`src/sv/base64_stream_decoder_unit_defines.svh`:
```
// assertion macros used by the b64d_serial module
`ifndef BASE64_STREAM_DECODER_UNIT_DEFINES_SVH
`define BASE64_STREAM_DECODER_UNIT_DEFINES_SVH

`ifndef SYNTHESIS
// property must hold at every clock edge outside reset
`define B64D_ASSERT(lbl, clk, rstn, prop, msg) \
  lbl: assert property (@(posedge clk) disable iff (!rstn) (prop)) else $error(msg);
// condition must never be true outside reset
`define B64D_ASSERT_NEVER(lbl, clk, rstn, cond, msg) \
  lbl: assert property (@(posedge clk) disable iff (!rstn) !(cond)) else $error(msg);
`else
`define B64D_ASSERT(lbl, clk, rstn, prop, msg)
`define B64D_ASSERT_NEVER(lbl, clk, rstn, cond, msg)
`endif

`endif

```
`src/sv/b64d_pkg.sv`:
```
`timescale 1ns / 1ps

package b64d_pkg;

  localparam int unsigned MaxResults = 3;

  localparam logic [7:0] ChNewline = 8'h0A;
  localparam logic [7:0] ChPad     = 8'h3D;
  localparam logic [7:0] ChPlus    = 8'h2B;
  localparam logic [7:0] ChSlash   = 8'h2F;
  localparam logic [7:0] ChUpperA  = 8'h41;
  localparam logic [7:0] ChUpperZ  = 8'h5A;
  localparam logic [7:0] ChLowerA  = 8'h61;
  localparam logic [7:0] ChLowerZ  = 8'h7A;
  localparam logic [7:0] ChDigit0  = 8'h30;
  localparam logic [7:0] ChDigit9  = 8'h39;

  // group positions
  localparam logic [1:0] PosTwo   = 2'd2;
  localparam logic [1:0] PosLast  = 2'd3;
  localparam logic [1:0] FullCnt  = 2'd3;

  // results of one character, slot 0 goes out first
  typedef struct packed {
    logic [1:0]                 cnt;
    logic [MaxResults-1:0][7:0] data;
    logic [MaxResults-1:0]      err;
  } bundle_t;

  // map a character to {valid, sextet}
  function automatic logic [6:0] sym_decode(logic [7:0] c);
    logic [7:0] t;
    logic [6:0] r;
    r = '0;
    t = '0;
    if (c >= ChUpperA && c <= ChUpperZ) begin
      t = c - ChUpperA;
      r = {1'b1, t[5:0]};
    end else if (c >= ChLowerA && c <= ChLowerZ) begin
      t = c - 8'd71;
      r = {1'b1, t[5:0]};
    end else if (c >= ChDigit0 && c <= ChDigit9) begin
      t = c + 8'd4;
      r = {1'b1, t[5:0]};
    end else if (c == ChPlus) begin
      r = {1'b1, 6'd62};
    end else if (c == ChSlash) begin
      r = {1'b1, 6'd63};
    end
    return r;
  endfunction

endpackage

```
`src/sv/b64d_decode.sv`:
```
`timescale 1ns / 1ps

module b64d_decode (
  input  logic              clk_i,
  input  logic              rst_ni,
  input  logic              in_valid_i,
  output logic              in_ready_o,
  input  logic [7:0]        in_char_i,
  input  logic              bundle_free_i,
  output logic              bundle_load_o,
  output b64d_pkg::bundle_t bundle_o
);

  logic             char_valid_q;
  logic [7:0]       char_q;
  logic [1:0]       pos_q, pos_d;
  logic [1:0]       scnt_q, scnt_d;
  logic [2:0][5:0]  store_q, store_d;
  logic             ignore_q, ignore_d;
  logic [6:0]       sym;
  logic [7:0]       b0, b1, b2;
  logic             advance;
  b64d_pkg::bundle_t res;

  // decode one character against the group state
  always_comb begin
    sym      = b64d_pkg::sym_decode(char_q);
    b0       = {store_q[0], store_q[1][5:4]};
    b1       = {store_q[1][3:0], store_q[2][5:2]};
    b2       = {store_q[2][1:0], sym[5:0]};
    res      = '0;
    pos_d    = pos_q;
    scnt_d   = scnt_q;
    store_d  = store_q;
    ignore_d = ignore_q;
    if (char_q != b64d_pkg::ChNewline) begin
      if (!ignore_q) begin
        if (char_q == b64d_pkg::ChPad) begin
          ignore_d = 1'b1;
          if (pos_q == b64d_pkg::PosTwo) begin
            res.cnt     = 2'd1;
            res.data[0] = b0;
          end else if (pos_q == b64d_pkg::PosLast) begin
            res.cnt     = 2'd2;
            res.data[0] = b0;
            res.data[1] = b1;
          end
        end else if (!sym[6]) begin
          res.cnt    = 2'd1;
          res.err[0] = 1'b1;
        end else if (scnt_q == b64d_pkg::FullCnt) begin
          res.cnt     = 2'd3;
          res.data[0] = b0;
          res.data[1] = b1;
          res.data[2] = b2;
        end else begin
          store_d[scnt_q] = sym[5:0];
          scnt_d          = scnt_q + 2'd1;
        end
      end
      // group end clears everything
      if (pos_q == b64d_pkg::PosLast) begin
        pos_d    = '0;
        scnt_d   = '0;
        store_d  = '0;
        ignore_d = 1'b0;
      end else begin
        pos_d = pos_q + 2'd1;
      end
    end
  end

  // characters with no results never wait for the result stage
  assign advance       = char_valid_q && ((res.cnt == 2'd0) || bundle_free_i);
  assign in_ready_o    = !char_valid_q || advance;
  assign bundle_load_o = advance && (res.cnt != 2'd0);
  assign bundle_o      = res;

  // input register
  always_ff @(posedge clk_i or negedge rst_ni) begin
    if (!rst_ni) begin
      char_valid_q <= 1'b0;
    end else if (in_ready_o) begin
      char_valid_q <= in_valid_i;
    end
  end

  always_ff @(posedge clk_i) begin
    if (in_valid_i && in_ready_o) begin
      char_q <= in_char_i;
    end
  end

  // group state
  always_ff @(posedge clk_i or negedge rst_ni) begin
    if (!rst_ni) begin
      pos_q    <= '0;
      scnt_q   <= '0;
      store_q  <= '0;
      ignore_q <= 1'b0;
    end else if (advance) begin
      pos_q    <= pos_d;
      scnt_q   <= scnt_d;
      store_q  <= store_d;
      ignore_q <= ignore_d;
    end
  end

endmodule

```
`src/sv/b64d_serial.sv`:
```
`timescale 1ns / 1ps
`include "base64_stream_decoder_unit_defines.svh"

module b64d_serial (
  input  logic              clk_i,
  input  logic              rst_ni,
  input  logic              load_i,
  input  b64d_pkg::bundle_t bundle_i,
  output logic              free_o,
  output logic              out_valid_o,
  input  logic              out_ready_i,
  output logic [7:0]        out_byte_o,
  output logic              is_error_o,
  output logic              last_o
);

  logic              valid_q;
  logic [1:0]        idx_q;
  b64d_pkg::bundle_t bundle_q;
  logic              pop;
  logic              at_last;

  assign at_last = idx_q == (bundle_q.cnt - 2'd1);
  assign pop     = valid_q && out_ready_i;
  assign free_o  = !valid_q || (pop && at_last);

  // result beat from the held bundle
  assign out_valid_o = valid_q;
  assign out_byte_o  = bundle_q.data[idx_q];
  assign is_error_o  = bundle_q.err[idx_q];
  assign last_o      = at_last;

  // bundle register and slot index
  always_ff @(posedge clk_i or negedge rst_ni) begin
    if (!rst_ni) begin
      valid_q <= 1'b0;
      idx_q   <= '0;
    end else if (load_i) begin
      valid_q <= 1'b1;
      idx_q   <= '0;
    end else if (pop) begin
      if (at_last) begin
        valid_q <= 1'b0;
      end else begin
        idx_q <= idx_q + 2'd1;
      end
    end
  end

  always_ff @(posedge clk_i) begin
    if (load_i) begin
      bundle_q <= bundle_i;
    end
  end

  `B64D_ASSERT(a_idx_in_range, clk_i, rst_ni, valid_q |-> (idx_q < bundle_q.cnt), "slot index past count")
  `B64D_ASSERT_NEVER(a_load_busy, clk_i, rst_ni, load_i && !free_o, "bundle loaded while busy")
  `B64D_ASSERT_NEVER(a_load_empty, clk_i, rst_ni, load_i && (bundle_i.cnt == 2'd0), "empty bundle loaded")
  `B64D_ASSERT(a_idx_step, clk_i, rst_ni, (pop && !at_last && !load_i) |=> (valid_q && (idx_q == $past(idx_q) + 2'd1)), "slot index did not step")

endmodule

```
`src/sv/base64_stream_decoder_unit.sv`:
```
// flow: an accepted character is held in the input register and decoded from it;
//   its results are loaded into the result register, which offers the first beat
// throughput: one character per cycle; a character with results waits while the
//   previous bundle drains from the result register, one beat per ready cycle
// reset: asynchronous, clears group position, sextet store and all valid flags
`timescale 1ns / 1ps

module base64_stream_decoder_unit (
  input  logic       clk_i,
  input  logic       rst_ni,
  input  logic       in_valid_i,
  output logic       in_ready_o,
  input  logic [7:0] in_char_i,
  output logic       out_valid_o,
  input  logic       out_ready_i,
  output logic [7:0] out_byte_o,
  output logic       is_error_o,
  output logic       last_o
);

  b64d_pkg::bundle_t bundle;
  logic              bundle_load;
  logic              bundle_free;

  // character register and decode
  b64d_decode u_decode (
    .clk_i         (clk_i),
    .rst_ni        (rst_ni),
    .in_valid_i    (in_valid_i),
    .in_ready_o    (in_ready_o),
    .in_char_i     (in_char_i),
    .bundle_free_i (bundle_free),
    .bundle_load_o (bundle_load),
    .bundle_o      (bundle)
  );

  // result register, one beat per cycle while out_ready_i is high
  b64d_serial u_serial (
    .clk_i       (clk_i),
    .rst_ni      (rst_ni),
    .load_i      (bundle_load),
    .bundle_i    (bundle),
    .free_o      (bundle_free),
    .out_valid_o (out_valid_o),
    .out_ready_i (out_ready_i),
    .out_byte_o  (out_byte_o),
    .is_error_o  (is_error_o),
    .last_o      (last_o)
  );

endmodule
```
`config.mk`:
```
export PLATFORM = sky130hd
export DESIGN_NAME = base64_stream_decoder_unit
export DESIGN_NICKNAME = d
export VERILOG_FILES = /design/src/sv/b64d_pkg.sv /design/src/sv/b64d_decode.sv /design/src/sv/b64d_serial.sv /design/src/sv/base64_stream_decoder_unit.sv
export VERILOG_INCLUDE_DIRS = /design/src /design/src/sv
export SDC_FILE = /design/constraint.sdc
export NUM_CORES = 1
export LEC_CHECK = 0
export BUFFER_PORTS_ARGS = -buffer_cell sky130_fd_sc_hd__buf_2
export CAP_MARGIN = 15
export CORE_AREA = 2 2 116 73
export DETAILED_ROUTE_END_ITERATION = 10
export DIE_AREA = 0 0 118 75
export GPL_ROUTABILITY_DRIVEN = 0
export SLEW_MARGIN = 15
export SYNTH_ARGS = -nofsm -noshare
export SYNTH_HDL_FRONTEND = slang
export SYNTH_SLANG_ARGS = --single-unit
```
`constraint.sdc`:
```
create_clock -name clk_i -period 8.65 [get_ports clk_i]
set_clock_uncertainty 0.1 [all_clocks]
set_input_delay 1.73 -clock clk_i [delete_from_list [all_inputs] [get_ports clk_i]]
set_output_delay 1.73 -clock clk_i [all_outputs]
set_load 0.02 [all_outputs]
```
==> key figures <==
Power and ir drop
  • Pwr/cell area: ~370 nW/µm²
  • Comb pwr share: between 30% and 40%
  • P_leak: roughly 1.6 nW
  • Switch share: 40.02%
  • Max VDD drop: 0.1802 mV
  • Switching Power: ~0.58 mW
  • Clock power frac: about a quarter
  • Internal power: ~0.86 mW
  • Flop pwr share: 36.0%

Clocking
  • PostCTS Resize Cnt: 0
  • TritonCTS sink count: between 60 and 70
  • Number of post-CTS setup repair buffers: 0
  • CTS Buf Count: 9
  • Max Buffers Root-to-Sink: 2
  • CTS root buffer: clkbuf_16
  • CTS Hold Bufs: 0
  • H-tree levels: 3
  • Clock slew at reported path FFs: about 0.050 ns
  • CTS tree: done
  • Clock Latency Late Sink: 0.33 ns

Worst setup path
  • WP data arrival: ~3.4 ns
  • R2R Setup Slk: between 4 and 5 ns
  • Crit path cell chain: inv_1 > ha_1 > a21oi_1 > a31oi_1 > a211o_1 > a211oi_4 > or4b_1 > or2_1 > buf_2
  • CP bufs+invs: 2
  • CP required: 6.82 ns
  • Worst setup EP type: output port
  • FF-to-FF End: u_decode.char_q[5]$_DFFE_PP_
  • Critical-path cell with the highest stage delay: a211oi_4
  • Reg2Reg Depth: 8
  • Worst path max stage delay: 0.64 ns
  • CP delay by family, top: compound AO/OA/AOI/OAI gates
  • Startpoint types: register
  • CP Class: reg -> out
  • CP max FO: 13
  • RR Startpoint: u_decode.char_q[2]$_DFFE_PP_

STA
  • Final Hold Viols: 0
  • Final WS setup: around 3.4 ns
  • Fin crit period: 5.258 ns
  • Final-report setup violation count: 0
  • Fmax: between 150 and 200 MHz
  • RSZ-0062 raised after global routing: false
  • Slew headroom: between 40% and 50%
  • Worst-margin pin slew: about 0.78 ns
  • Setup TNS: 0 ns
  • Fin. max-slew vios: 0
  • Final worst path period share: between 60% and 70%

Run
  • MaxCap Viol Count: 0

Drt
  • DRT iter0 DRCs: ~240
  • Vias per inst: 5.538
  • Vias: between 2,000 and 2,500
  • Final routed DRC violation total: 0
  • DRT antenna net count: 0
  • TritonRoute pass-1 iters: 5
  • WL per Instance: between 15 and 20 µm
  • Drt total wl: between 7 and 8 mm

Final layout
  • Final-stage net count: about 350
  • FILL cells: around 700
  • P&R area growth vs syn: 14.07%
  • Layout cells sized above 1: 16.31%
  • # diodes: 0

Floorplanning
  • Initial Utilization: around 44%
  • Row cnt: 25
  • Chip width: 118 µm
  • # IOs: 24
  • Core region area: 7726 µm²
  • Full die area: between 8000 and 9000 µm²
  • Chip Height: 75 µm

Hold path
  • Min-delay src: u_decode.b1[0]$_DFFE_PN0P_
  • Hold WC Path Type: reg -> reg
  • Hold path depth: 1
  • Worst Hold Path EP: u_decode.b1[0]$_DFFE_PN0P_

Global routing
  • Initial antenna violation count: 0
  • GRT overflow: 0
  • Tot GR Track Use: a little under a fifth
  • Pin count of the biggest net entering global routing: 28
  • Vias in the first global route: 2,286
  • First-pass GRT wire length: around 12 mm

Logic synthesis
  • Syn_area_per_cell: roughly 11 µm²
  • Number of distinct library cells after synthesis: 55
  • Syn Nets: roughly 330
  • Post-synth EDFFs: 35
  • Seq/Total Area, Yosys: 50.44%
  • Share of flip-flops with an asynchronous set or reset: 43.55%
  • Primary FF master, synth: edfxtp_1
  • Post-synthesis cell area: roughly 3400 µm²
  • Synth Instances: slightly above 300
  • Synth warn: 0
  • Register bit total from synthesis: 62

Place
  • Hpwl dp: ~5.5 mm
  • Pre-CTS WS: ~3.8 ns
  • I/O Buffers: 23

Run status
  • Outcome: finished, final reports clean
[power by group through the flow]
stage / Sequential [mW] / Combinational, mW / Clock (mW)
global placement: 0.520 / 0.552 / 0
finish: 0.518 / 0.563 / 0.357
global route: 0.532 / 0.621 / 0.376
detailed placement: 0.523 / 0.558 / 0
CTS: 0.518 / 0.562 / 0.362
floorplan: 0.478 / 0.445 / 0
[worst max path at each step]
stage | start | endpoint | slack [ns] | depth (start not counted)
after CTS | u_decode.char_q[2]$_DFFE_PP_ | in_ready_o | 3.45 | 9
after detailed placement | u_decode.char_q[2]$_DFFE_PP_ | in_ready_o | 3.82 | 9
after global placement | u_decode.char_q[2]$_DFFE_PP_ | in_ready_o | 3.89 | 9
after global routing | u_decode.char_q[2]$_DFFE_PP_ | in_ready_o | 3.15 | 9
after floorplan | u_decode.char_q[2]$_DFFE_PP_ | in_ready_o | 4.32 | 10
final | u_decode.char_q[2]$_DFFE_PP_ | in_ready_o | 3.39 | 9
[cells in the final DEF, fill, tap and decap left out, drive strengths merged, types with 3 or more instances in the layout]
cell type / count
xor2: 3
o21ai: 18
o221ai: 3
xnor2: 3
a32o: 3
nor3b: 3
nand4: 5
inv: 16
and2: 17
nand2b: 7
nor4: 4
mux2: 3
a211oi: 4
nor3: 5
nor2b: 8
a22o: 14
edfxtp: 35
nand3: 4
buf: 24
o2bb2ai: 8
ha: 16
dfrtp: 27
nor2: 17
clkbuf: 10
mux2i: 11
clkinvlp: 3
a21oi: 12
nand2: 22
and4: 3
[through the flow]
stage	utilization, %	instance area, µm²	std cells	hold slack [ns]	power (mW)
6_report	50.54	3905	439	0.3859	1.437
5_1_grt	50.54	3905	439	0.4142	1.529
4_1_cts	50.54	3905	439	0.3879	1.442
3_5_place_dp	46.66	3605	423	0.3729	1.081
3_3_place_gp	46.66	3605	423	0.3733	1.072
2_1_floorplan	-	3423	305	0.3481	0.9233
[flip-flops by register name, indices dropped and copies added, names as in the netlist, 2 cells and up]
signal and count:
u_decode.scnt_q 2, u_decode.b1 8, u_decode.b2 2, u_decode.char_q 8, u_serial.idx_q 2, u_decode.pos_q 2, u_serial.bundle_q 27, u_decode.b0 8
[routing by layer]
layer | track usage (%) | vias to the layer above | share of wire, %
li1 | - | 1159 | -
met1 | 28.70 | 1167 | 54
met2 | 24.68 | 91 | 38
met3 | 4.773 | 14 | 5.9
met4 | 7.363 | 0 | 1.9
met5 | 0 | - | 0
[synth_stat cells, types with 2 or more instances]
cell,count,share of area [%]
nand4_1,5,0.91
o21ai_0,15,2.2
mux2i_1,11,3.2
nor4_1,4,0.73
clkbuf_1,5,0.55
and4_1,3,0.77
o22ai_1,2,0.37
a21oi_1,12,1.8
nor3_1,5,0.73
nand2_1,21,2.3
a211oi_1,3,0.66
nor2_1,15,1.6
a32o_1,3,0.88
dfrtp_1,27,20
buf_6,2,0.66
o2bb2ai_1,8,2.0
a2bb2oi_1,2,0.51
a31oi_1,2,0.37
xor2_1,3,0.77
nand2b_1,6,1.1
nand3_1,4,0.58
edfxtp_1,35,31
buf_1,2,0.22
mux2_2,2,0.66
o211ai_1,2,0.44
ha_1,16,5.8
and2_1,17,3.1
nor2b_1,8,1.5
o221ai_2,3,1.3
buf_4,2,0.44
a22o_1,14,3.6
inv_1,16,1.8
nor3b_1,2,0.44
buf_2,3,0.44
xnor2_1,3,0.77
o21a_1,2,0.44
o21ai_4,2,0.95
[final cells by class]
class                   count  area, µm²  area share (%)
clock buffers              10      239.0           6.120
clock inverters             6      61.31           1.570
flip-flops and latches     62       1727           44.22
repair buffers             24      122.6           3.140
multi-input cells         213       1560           39.96
well taps                 108      135.1           3.460
inverters                  16      60.06           1.538
[worst reg2reg max path, delay by kind of cell, from the launching register on]
kind | cells | cell delay, ns
AOI/OAI and AO/OA | 5 | 1.75
DFF | 1 | 0.57
and+or+nand+nor | 1 | 0.39
adders and majority gates | 1 | 0.32
buffers and inverters | 1 | 0.17
[logic make-up (layout without fill, tap and decap cells)]
kind of cell | after synthesis | count (layout) | share of synthesized area [%]
flip-flops | 62 | 62 | 50.44
XOR/XNOR | 6 | 6 | 1.535
AND/OR/NAND/NOR | 101 | 101 | 16.67
multiplexers | 14 | 14 | 4.203
buffers and inverters | 30 | 56 | 4.057
adder cells (fa/ha/maj) | 16 | 16 | 5.848
AO/OA/AOI/OAI | 76 | 76 | 17.25
(Power assumes the default switching activity.)
